**config.mk**
```make
export PLATFORM = sky130hd
export DESIGN_NAME = lkr_ctrl
export DESIGN_NICKNAME = d
export VERILOG_FILES = /design/src/design/lkr_pkg.sv /design/src/design/lkr_ctrl.sv
export SDC_FILE = /design/constraint.sdc
export NUM_CORES = 1
export LEC_CHECK = 0
export ABC_AREA = 1
export ABC_CLOCK_PERIOD_IN_PS = 3000
export BUFFER_PORTS_ARGS = -buffer_cell sky130_fd_sc_hd__buf_2
export CAP_MARGIN = 20
export CELL_PAD_IN_SITES_DETAIL_PLACEMENT = 2
export CELL_PAD_IN_SITES_GLOBAL_PLACEMENT = 2
export CORE_MARGIN = 2
export CORE_UTILIZATION = 28
export CTS_CLUSTER_SIZE = 16
export DETAILED_ROUTE_END_ITERATION = 8
export PLACE_DENSITY = 0.82
export SLEW_MARGIN = 30
export SYNTH_ARGS = -nofsm -noshare
export SYNTH_HDL_FRONTEND = slang
export SYNTH_SLANG_ARGS = --single-unit
```
**constraint.sdc**
```tcl
create_clock -name clk -period 3 [get_ports clk]
set_input_delay 0.45 -clock clk [delete_from_list [all_inputs] [get_ports clk]]
set_output_delay 0.45 -clock clk [all_outputs]
set_load 0.1 [all_outputs]
```
**src/design/lkr_pkg.sv**
```systemverilog
// lru-k frame replacer package: sizes, command and status codes, word types
// no dependencies
package lkr_pkg;

	localparam int MAX_FRAMES = 64;
	localparam int MAX_K      = 8;
	localparam int FRAME_W    = $clog2(MAX_FRAMES);
	localparam int FCNT_W     = FRAME_W + 1;
	localparam int SLOT_W     = $clog2(MAX_K);
	localparam int CNT_W      = SLOT_W + 1;
	localparam int STAMP_W    = 48;
	localparam int KEY_W      = STAMP_W + 2;
	localparam int CFG_IDX_W  = 1;
	localparam int CFG_W      = 7;

	localparam logic [1:0] CMD_ACCESS = 2'd0;
	localparam logic [1:0] CMD_SET    = 2'd1;
	localparam logic [1:0] CMD_REMOVE = 2'd2;
	localparam logic [1:0] CMD_EVICT  = 2'd3;

	localparam logic [1:0] ST_OK      = 2'd0;
	localparam logic [1:0] ST_RANGE   = 2'd1;
	localparam logic [1:0] ST_UNKNOWN = 2'd2;
	localparam logic [1:0] ST_EMPTY   = 2'd3;

	localparam logic [CFG_IDX_W-1:0] REG_FRAMES = 1'd0;
	localparam logic [CFG_IDX_W-1:0] REG_DEPTH  = 1'd1;

	localparam logic [1:0] CLS_FINITE = 2'd0;
	localparam logic [1:0] CLS_INF    = 2'd1;
	localparam logic [1:0] CLS_EMPTY  = 2'd2;

	typedef struct packed {
		logic [1:0]         cmd;
		logic [FRAME_W-1:0] frame;
		logic               make_evictable;
	} in_t;

	typedef struct packed {
		logic [1:0]         status;
		logic [FRAME_W-1:0] victim;
		logic [FCNT_W-1:0]  evictable_count;
	} out_t;

	typedef struct packed {
		logic [CNT_W-1:0]  cnt;
		logic [SLOT_W-1:0] head;
	} meta_t;

	// controller to datapath
	typedef struct packed {
		logic latch;
		logic meta_rd;
		logic scan_clr;
		logic scan_rd;
		logic finish;
	} dp_cmd_t;

	// datapath to controller
	typedef struct packed {
		logic scan_last;
	} dp_stat_t;

endpackage

```
**src/design/lkr_ctrl.sv**
```systemverilog
// lru-k replacer controller: sequences access, update and evict scan
// depends on lkr_pkg
module lkr_ctrl (
	input  logic              clk,
	input  logic              arst_n,
	input  logic              start,
	input  logic [1:0]        cmd,
	input  lkr_pkg::dp_stat_t stat,
	output lkr_pkg::dp_cmd_t  ctl,
	output logic              busy
);
	import lkr_pkg::*;

	typedef enum logic [5:0] {
		S_IDLE   = 6'b000001,
		S_ACC_RD = 6'b000010,
		S_SCAN   = 6'b000100,
		S_DRAIN1 = 6'b001000,
		S_DRAIN2 = 6'b010000,
		S_FIN    = 6'b100000
	} state_t;

	state_t state_q, state_d;

	always_comb begin
		state_d = state_q;
		ctl     = '0;
		case (state_q)
			S_IDLE: begin
				if (start) begin
					ctl.latch = 1'b1;
					case (cmd)
						CMD_ACCESS: state_d = S_ACC_RD;
						CMD_EVICT: begin
							ctl.scan_clr = 1'b1;
							state_d      = S_SCAN;
						end
						default: state_d = S_FIN;
					endcase
				end
			end
			S_ACC_RD: begin
				ctl.meta_rd = 1'b1;
				state_d     = S_FIN;
			end
			S_SCAN: begin
				ctl.scan_rd = 1'b1;
				if (stat.scan_last) state_d = S_DRAIN1;
			end
			S_DRAIN1: state_d = S_DRAIN2;
			S_DRAIN2: state_d = S_FIN;
			S_FIN: begin
				ctl.finish = 1'b1;
				state_d    = S_IDLE;
			end
			default: state_d = S_IDLE;
		endcase
	end

	always_ff @(posedge clk or negedge arst_n) begin
		if (!arst_n) state_q <= S_IDLE;
		else         state_q <= state_d;
	end

	assign busy = (state_q != S_IDLE);

endmodule

```
======== Yosys cells after proc, flatten, opt, wreduce, memory -nomap -nowiden ========
Cells that the tools add are included.
operators by class
  mux-type cells .......................... 12
  reduce and logical (&&, ||, !) cells .... 3
  eq/ne operators ......................... 10
operators by type and width
  operator            count
  $pmux 6 s4          1
  $mux 6              2
  $pmux 6 s2          1
  $mux 1              8
  $eq 6x1->1 const B  1
  $eq 6x2->1 const B  1
  $eq 6x3->1 const B  1
  $eq 6x4->1 const B  1
  $eq 6x5->1 const B  1
  $eq 6x6->1 const B  1
  $ne 6x1->1 const B  1
  $ne 2x2->1 const B  2
  $eq 2x2->1 const B  1
  $logic_not 2->1     1
  $reduce_and 2->1    1
  $reduce_or 2->1     1
word-level totals
  flip-flop bits (word level) ............. 6
  input bits .............................. 6
  logic and storage cells ................. 26
  output and inout port bits .............. 6

======== Depth between registers and ports, before layout ========
Gate-level depths: netlist of run 1.
  depth in word-level cells ............... 4
  gate-level depth with buffers ........... 7
  depth with buffers taken out ............ 7

======== Worst setup path after synthesis of run 1 ========
No wires, ideal clock.
  path type ............................... reg-to-output
  start point ............................. register state_q[0]
  end point ............................... output port ctl[2] (netlist bit)
  stages on the path, launching flop included .. 7
  data required time ...................... 2.550 ns
  slack ................................... 0.227 ns
  buffers on the path ..................... 0
  arrival ................................. 2.323 ns
  path through ............................ dfstp_2 > inv_2 > nor2_4 > nand3_4 > nor2_4 > nand2_2 > inv_1
RTL lines
  element                   RTL line        text
  start: declaration        lkr_ctrl.sv:23  state_t state_q, state_d;
  start signal: assignment  lkr_ctrl.sv:62  else state_q <= state_d;
  end: declaration          lkr_ctrl.sv:9   output lkr_pkg::dp_cmd_t ctl,

==> results of run 1 <==
worst max path at each step:
stage / from / end / slack, ns / cells after the start
after floorplan: state_q[0] / ctl[2] / 0.23 / 6
after global placement: state_q[0] / ctl[2] / 1.16 / 7
after detailed placement: state_q[0] / ctl[2] / 1.11 / 7
after CTS: state_q[0] / ctl[2] / 0.84 / 7
after global routing: state_q[0] / ctl[2] / 0.76 / 7
final: state_q[0] / ctl[2] / 0.86 / 7
final cells by class:
cell class                      count  area share (%)
Inverter                           16           11.46
Multi-Input combinational cell     31           40.33
Tap cell                           16           3.819
Sequential cell                     6           28.88
Timing Repair Buffer               11           10.50
Clock buffer                        4           5.012
report_power, final:
group          internal (mW)  switching (mW)
clock                 0.0507          0.0331
sequential             0.103          0.0202
combinational         0.0668           0.263
metrics by stage:
stage / cells / total power, mW / util [%] / setup slack (ns)
2_1_floorplan: 53 / 0.4060 / - / 0.2265
3_3_place_gp: 80 / 0.4495 / 34.25 / 1.157
3_5_place_dp: 80 / 0.4594 / 34.25 / 1.112
4_1_cts: 84 / 0.5459 / 36.06 / 0.8367
5_1_grt: 84 / 0.5777 / 36.06 / 0.7555
6_report: 84 / 0.5369 / 36.06 / 0.8603
critical path: cells and delay by family, from the launching register on:
family                 cells  cell delay, ns
buffers and inverters      3            0.51
AND/OR/NAND/NOR            4            0.38
flip-flops                 1            0.55
cell families after synthesis:
kind of cell             count (synthesis)  share of synthesized area [%]
AO/OA/AOI/OAI                            1                          1.776
adder cells (fa/ha/maj)                  2                          5.916
buffers and inverters                   16                          14.20
flip-flops                               6                          35.80
AND/OR/NAND/NOR                         28                          42.31
cells in the mapped netlist, drive strengths merged:
cell    instances
inv            16
nand2           5
nor2           13
nand4           1
nor3b           1
nand3           8
dfrtp           5
ha              2
dfstp           1
o21bai          1
metal layers:
layer	up-vias	wire length (um)
met1	181	375
met4	0	0
met2	8	587
met3	0	33
met5	-	0
li1	186	-
==> flow_summary_export.csv, run 1 <==
group,metric,value,unit
run_status,status,"finished, final reports clean",
setup_path,cpPeakStageDelay,0.55,ns
timing,fin_crit_sh,71.32,%
timing,hold_viol_final,0,
timing,fin_worst_hold_slack,0.01173,ns
setup_path,rrSetupSlack,1.83,ns
global_routing,gr-total-overflow,0,
clock_tree,postCtsSetupBuffers,0,
clock_tree,h-tree-depth,1,
setup_path,path_common_cell,"nor2_4",
setup_path,r2r_cells,5,
place,port_buffers,11,
layout,largest_register,"state_q",
clock_tree,clock-sinks,6,
global_routing,grt_pass1_wl,1.918,mm
timing,drv_slew,0,
clock_tree,ctsResizeCount,0,
timing,worst_pin_slew,0.4868,ns
layout,multi_input_area,211.5,um^2
timing,skew,0.003165,ns
setup_path,crit_chain,"inv_2 -> nor2_4 -> nand3_4 -> nor2_4 -> nand2_2 -> inv_1 -> buf_2",
place,globalplace.congestion,0.7033,
synthesis,synth_cell_types,16,
layout,layout_common_cells,"14 x inv_1, 11 x buf_2, 6 x nor2_1, 6 x nand3_1, 5 x dfrtp_1",
place,post-dp-hpwl,852.8,um
timing,fmax,0.4673,GHz
floorplanning,rows,14,
detailed_routing,vias,375,
job,maxCapViolCount,0,
setup_path,critPathKind,"reg -> out",
setup_path,worstReg2RegEnd,"state_q[5]",
synthesis,yosysTopAreaCell,"dfrtp_1",
global_routing,antenna_found_initial,0,
timing,maxSlewHeadroom,67.77,%
floorplanning,start_util,29.09,%
floorplanning,die_y,42.87,um
layout,drive_gt1_share,39.71,%
timing,tns,0,ns
timing,fin_crit,2.140,ns
floorplanning,ioPinCount,12,
synthesis,synth-warning-count,0,
synthesis,synthTopCellsByArea,"dfrtp_1 30%, inv_1 12%, nor2_4 11%, nand3_1 7.1%, dfstp_2 6.2%",
detailed_routing,wire_per_inst,11.87,um
timing,setup_viol,0,
pwr,leakage,0.3313,nW
clock_tree,clkTransAtPathRegs,0.05,ns
clock_tree,cts.hold.buffers_added,0,
synthesis,synth_seq_cells,6,
synthesis,syn_nets,61,
layout,layout_commonest_cell,"inv_1",
layout,nNetsFinal,77,
global_routing,use_met1,14.66,%
global_routing,busiest_layer,"met2",
setup_path,worst_path_max_delay_cell,"dfstp_2",
setup_path,cp.required,2.55,ns
floorplanning,die-area,1837,um^2
global_routing,use_met3,3.830,%
layout,reg_top3,"state_q (6)",
layout,num-fill-cells,179,
layout,regArea,151.4,um^2
setup_path,cp-end-kind,"output port",
timing,rsz0062_at_grt,"no",
synthesis,syn_area,422.9,um^2
clock_tree,cts_tree,"done",
detailed_routing,drt_drc_violations_left,0,
place,place_area,498.0,um^2
layout,largest_reg_flops,6,
synthesis,synthCells,53,
pwr,power_density,1024,nW/um^2
floorplanning,die_w,42.87,um
synthesis,seq_area_frac_synth,35.80,%
setup_path,regToRegStartpoint,"state_q[0]",
clock_tree,cts_max_path_buffers,2,
hold_path,hold_path_class,"in -> async",
global_routing,grt_use_total,14.86,%
detailed_routing,viasPerCell,4.464,
clock_tree,clk_latency,0.25,ns
setup_path,critPathMaxFanout,5,
clock_tree,numCtsBuffers,3,
detailed_routing,ant_nets,0,
detailed_routing,wl,997,um
layout,final_cell_area,524.3,um^2
setup_path,start_kind,"flip-flop",
floorplanning,core-area,1454,um^2
clock_tree,root_buffer,"clkbuf_4",
layout,area_delta_synth_final,23.96,%
layout,diodes,0,
synthesis,yosys.area.top_type_share,29.59,%
global_routing,grt_pass1_vias,444,
global_routing,grt_use_met2,26.06,%
synthesis,syn_avg_cell_area,7.979,um^2
global_routing,grt_max_degree,7,
detailed_routing,first_pass_iters,3,
pwr,peakVddDrop,633.0,uV
setup_path,worstPathArrival,1.69,ns
detailed_routing,drt-initial-drc-count,2,
(Power assumes the default switching activity.)
==> inputs of run 2 (changes only) <==
ABC_CLOCK_PERIOD_IN_PS = 1900   (was 3000)
CORE_UTILIZATION = 24   (was 28)
PLACE_DENSITY = 0.75   (was 0.82)
clock period = 1.9 ns   (was 3 ns; I/O delays follow)
==> run 2 against run 1 <==
  * Critical endpoint unchanged
  * Setup slack got worse by 0.78 ns
  * Die area increased by 15%
  * Largest power group unchanged
  * Largest cell class unchanged
  * Hold slack improved by 0.27 ns
  * Clock skew decreased by 0.0012 ns
  * Utilization is 1.8 points lower
  * Non-clock buffer count increased by 2
==> flow_summary_export.csv, run 2 (same netlist as run 1, synthesis figures left out) <==
group,metric,value,unit
layout,nNetsFinal,79,
pwr,leakage,0.3371,nW
clock_tree,numCtsBuffers,3,
hold_path,min_from,"stat",
clock_tree,cts_max_path_buffers,2,
timing,skew,0.001982,ns
place,place_area,535.5,um^2
detailed_routing,ant_nets,0,
layout,largest_reg_flops,6,
clock_tree,h-tree-depth,1,
global_routing,gr-total-overflow,0,
global_routing,grt_pass1_vias,417,
timing,setup_viol,0,
clock_tree,root_buffer,"clkbuf_4",
setup_path,regToRegStartpoint,"state_q[0]",
setup_path,critPathMaxFanout,5,
floorplanning,core-area,1689,um^2
layout,area_delta_synth_final,36.98,%
run_status,status,"finished, final reports clean",
layout,layout_common_cells,"13 x inv_1, 9 x buf_2, 6 x nand3_1, 5 x nor2_1, 5 x dfrtp_1",
hold_path,holdPathEnd,"state_q[3]",
detailed_routing,first_pass_iters,4,
floorplanning,ioPinCount,12,
timing,maxSlewHeadroom,67.84,%
hold_path,hold_depth,3,
timing,fin_crit,1.818,ns
global_routing,grt_pass1_wl,1.766,mm
place,port_buffers,11,
timing,worst_pin_slew,0.4858,ns
hold_path,hold_path_class,"in -> reg",
layout,drive_gt1_share,42.86,%
setup_path,rrSetupSlack,0.73,ns
layout,diodes,0,
layout,reg_top3,"state_q (6)",
clock_tree,cts_tree,"done",
layout,fin_util,34.30,%
timing,fin_crit_sh,95.67,%
setup_path,cp-startpoint,"state_q[0]",
detailed_routing,drt-initial-drc-count,4,
floorplanning,die_w,45.98,um
floorplanning,die-area,2114,um^2
pwr,power_density,1557,nW/um^2
place,post-dp-hpwl,797.1,um
layout,final_cell_area,579.3,um^2
global_routing,grt_max_degree,7,
clock_tree,clock-sinks,6,
setup_path,cp-end-kind,"output port",
detailed_routing,wl,973,um
global_routing,grt_use_total,12.35,%
detailed_routing,wire_per_inst,11.18,um
job,maxCapViolCount,0,
global_routing,antenna_found_initial,0,
detailed_routing,viasPerCell,4.402,
layout,num-fill-cells,208,
floorplanning,rows,15,
setup_path,start_kind,"flip-flop",
clock_tree,ctsResizeCount,0,
layout,largest_register,"state_q",
floorplanning,die_y,45.98,um
detailed_routing,vias,383,
detailed_routing,drt_drc_violations_left,0,
setup_path,worstReg2RegEnd,"state_q[2]",
timing,hold_viol_final,0,
setup_path,critPathKind,"reg -> out",
setup_path,r2r_cells,6,
clock_tree,clkTransAtPathRegs,0.05,ns
layout,layout_commonest_cell,"inv_1",
pwr,peakVddDrop,866.9,uV
timing,tns,0,ns
place,globalplace.congestion,0.6943,
setup_path,cp.required,1.62,ns
floorplanning,start_util,25.04,%
timing,drv_slew,0,
setup_path,worstPathArrival,1.53,ns
clock_tree,clk_latency,0.24,ns
timing,fmax,0.5501,GHz
[run 2: cell types whose count changed in the layout (fill, tap and decap cells not counted)]
cell           previous run  this run
nor2_1                    6         5
dlygate4sd3_1             0         1
clkinvlp_4                0         1
nor2_2                    3         4
buf_2                    11         9
buf_12                    0         2
buf_4                     0         1
inv_1                    14        13
[run 2: critical path, stage by stage, from the launching register on]
cell and delay [ns]:
dfstp_2 0.55, inv_2 0.05, nor2_4 0.10, nand3_4 0.12, nor2_4 0.15, nand2_2 0.08, clkinvlp_4 0.08, buf_12 0.16
[run 2: what timing repair did]
item                       4_1_cts  5_1_grt
hold endpoints to repair         5        0
setup buffers                    0        1
setup endpoints to repair        0        1
hold buffers                     1        0
[run 2: final cells by class]
cell class                 count  area, um^2  area share (%)
clock buffer                   4       26.28           4.536
timing repair buffer          13       102.6           17.71
sequential                     6       151.4           26.13
tap                           17       21.27           3.672
multi-input combinational     31       214.0           36.93
inverter                      16       63.81           11.02
[run 2: layer usage]
metal	track usage (%)	up-vias	wire length [um]
met5	0	-	0
met4	8.571	0	0
met3	2.381	0	30
met2	20.56	9	553
met1	13.91	182	389
li1	-	192	-
[run 2: power by group]
group | internal, mW | total, mW | switching [mW]
Combinational | 0.154 | 0.579 | 0.426
Clock | 0.0797 | 0.128 | 0.0482
Sequential | 0.163 | 0.195 | 0.0321
Total | 0.396 | 0.902 | 0.506
[run 2: worst max-delay path by stage]
stage and endpoint:
2_1_floorplan ctl[2], 3_3_place_gp ctl[2], 3_5_place_dp ctl[2], 4_1_cts ctl[2]
5_1_grt ctl[2], 6_report ctl[2]
[run 2: stage by stage]
| stage | power, mW | instances | worst slack (ns) | hold slack [ns] |
|---|---|---|---|---|
| floorplan | 0.6448 | 53 | -0.5124 | -0.01059 |
| global placement | 0.7536 | 81 | 0.3544 | 0.1098 |
| finish | 0.9021 | 87 | 0.08218 | 0.2831 |
| detailed placement | 0.7604 | 81 | 0.3266 | 0.1129 |
| CTS | 0.8947 | 86 | 0.05651 | 0.2798 |
| global route | 0.9572 | 87 | -0.002133 | 0.2860 |
==> inputs of run 3 (changes only) <==
ABC_CLOCK_PERIOD_IN_PS = 1650   (was 1900)
clock period = 1.65 ns   (was 1.9 ns; I/O delays follow)
==> run 3 against run 2 <==
  * The flow now finishes with violations (negative setup slack)
  * Combinational power increased by 47%
  * Design area increased by 21%
  * Hold slack got worse by 0.059 ns
  * Global-route usage increased by 1.5 points
  * Sequential cell count unchanged
  * Cell count increased by 9.2%
  * Clock power increased by 24%
  * Non-clock buffer count increased by 8
  * Critical endpoint unchanged
==> flow_summary_export.csv, run 3 (same netlist as run 1, synthesis figures left out) <==
group,metric,value,unit
run_status,status,"finished, violations left",
run_status,violations,"negative setup slack",
timing,layout_setup_ws,-0.05554,ns
detailed_routing,wl,1.234,mm
place,post-dp-hpwl,961.4,um
timing,fin_worst_hold_slack,0.2237,ns
timing,skew,0.007561,ns
hold_path,min_from,"stat",
clock_tree,cts_max_path_buffers,2,
detailed_routing,viasPerCell,4.421,
floorplanning,start_util,25.04,%
timing,hold_viol_final,0,
global_routing,grt_pass1_vias,486,
timing,fmax,0.5863,GHz
place,placed_cells,83,
setup_path,r2r_cells,8,
hold_path,holdPathEnd,"state_q[3]",
clock_tree,numCtsBuffers,3,
job,maxCapViolCount,0,
timing,rsz0062_at_grt,"yes",
pwr,peakVddDrop,816.6,uV
setup_path,cp.required,1.40,ns
global_routing,grt_max_degree,7,
layout,largest_reg_flops,6,
global_routing,grt_pass1_wl,2.035,mm
detailed_routing,vias,420,
timing,drv_slew,0,
layout,num-fill-cells,195,
timing,setup_viol,2,
clock_tree,clock-sinks,6,
clock_tree,h-tree-depth,1,
setup_path,regToRegStartpoint,"state_q[4]",
place,port_buffers,11,
layout,regArea,152.6,um^2
layout,multi_input_area,224.0,um^2
layout,nNetsFinal,87,
floorplanning,rows,15,
clock_tree,clkTransAtPathRegs,0.06,ns
floorplanning,die_w,45.98,um
hold_path,hold_depth,3,
setup_path,worstPathArrival,1.46,ns
global_routing,grt_use_total,13.88,%
setup_path,critPathMaxFanout,4,
clock_tree,root_buffer,"clkbuf_4",
setup_path,worstReg2RegEnd,"state_q[5]",
floorplanning,core-area,1689,um^2
floorplanning,die-area,2114,um^2
clock_tree,cts_tree,"done",
detailed_routing,first_pass_iters,2,
floorplanning,ioPinCount,12,
setup_path,start_kind,"flip-flop",
layout,layout_commonest_cell,"inv_1",
timing,fin_crit,1.706,ns
place,globalplace.congestion,0.7437,
clock_tree,clk_latency,0.26,ns
timing,fin_crit_sh,103.4,%
layout,drive_gt1_share,52.56,%
setup_path,rrSetupSlack,0.29,ns
timing,maxSlewHeadroom,86.28,%
layout,largest_register,"state_q",
global_routing,gr-total-overflow,0,
layout,layout_common_cells,"12 x inv_1, 9 x buf_4",
setup_path,cp-end-kind,"output port",
layout,reg_top3,"state_q (6)",
timing,worst_pin_slew,0.2063,ns
global_routing,antenna_found_initial,0,
detailed_routing,drt-initial-drc-count,1,
detailed_routing,ant_nets,0,
floorplanning,die_y,45.98,um
pwr,finalPower,1.228,mW
setup_path,critPathKind,"reg -> out",
pwr,power_density,1749,nW/um^2
pwr,leakage,0.3834,nW
layout,fin_cells,95,
detailed_routing,wire_per_inst,12.99,um
layout,area_delta_synth_final,65.98,%
detailed_routing,drt_drc_violations_left,0,
hold_path,hold_path_class,"in -> reg",
layout,diodes,0,
## run 3: worst max-delay path: stages, from the launching register on
cell and delay, ns:
dfstp_2 0.53, inv_2 0.04, nor2_4 0.10, nand3_4 0.10, nor2_4 0.11, nand2_2 0.08
clkinvlp_4 0.08, buf_12 0.16
## run 3: where the power goes
group,internal [mW],switching (mW)
clock network,0.0925,0.0662
registers,0.187,0.0318
logic,0.307,0.543
total,0.586,0.641
## run 3: how the worst max path moves through the flow
stage	from	end	slack, ns
after floorplan	state_q[0]	ctl[2]	-0.72
after global placement	state_q[0]	ctl[2]	0.15
after detailed placement	state_q[0]	ctl[2]	0.12
after CTS	state_q[0]	ctl[2]	-0.09
after global routing	state_q[0]	ctl[2]	-0.11
final	state_q[0]	ctl[2]	-0.06
## run 3: metrics by stage
step	cell area, um^2	setup slack, ns	utilization (%)	setup TNS (ns)
3_3_place_gp	600.6	0.1477	35.56	0
5_1_grt	701.9	-0.1067	41.56	-0.2595
6_report	701.9	-0.05554	41.56	-0.07756
4_1_cts	668.1	-0.09190	39.56	-0.1455
2_1_floorplan	434.2	-0.7245	-	-1.192
3_5_place_dp	600.6	0.1209	35.56	0
## run 3: final cells by class
| cell class | count | area share [%] |
|---|---|---|
| Sequential cell | 6 | 21.75 |
| Inverter | 16 | 9.091 |
| Timing Repair Buffer | 21 | 30.48 |
| Multi-Input combinational cell | 31 | 31.91 |
| Tap cell | 17 | 3.030 |
| Clock buffer | 4 | 3.743 |
## run 3: metal layers
layer,global-route usage [%],up-vias,routed length [um]
li1,-,205,-
met1,15.35,198,463
met2,26.39,13,705
met3,0.3968,4,46
met4,6.857,0,19
met5,0,-,0
## run 3: what timing repair did
action,4_1_cts,5_1_grt
endpoints found under the hold margin,5,0
gates resized for setup,1,5
pin swaps,1,1
buffers inserted,4,3
hold buffers,1,0
endpoints found under the setup margin,4,5
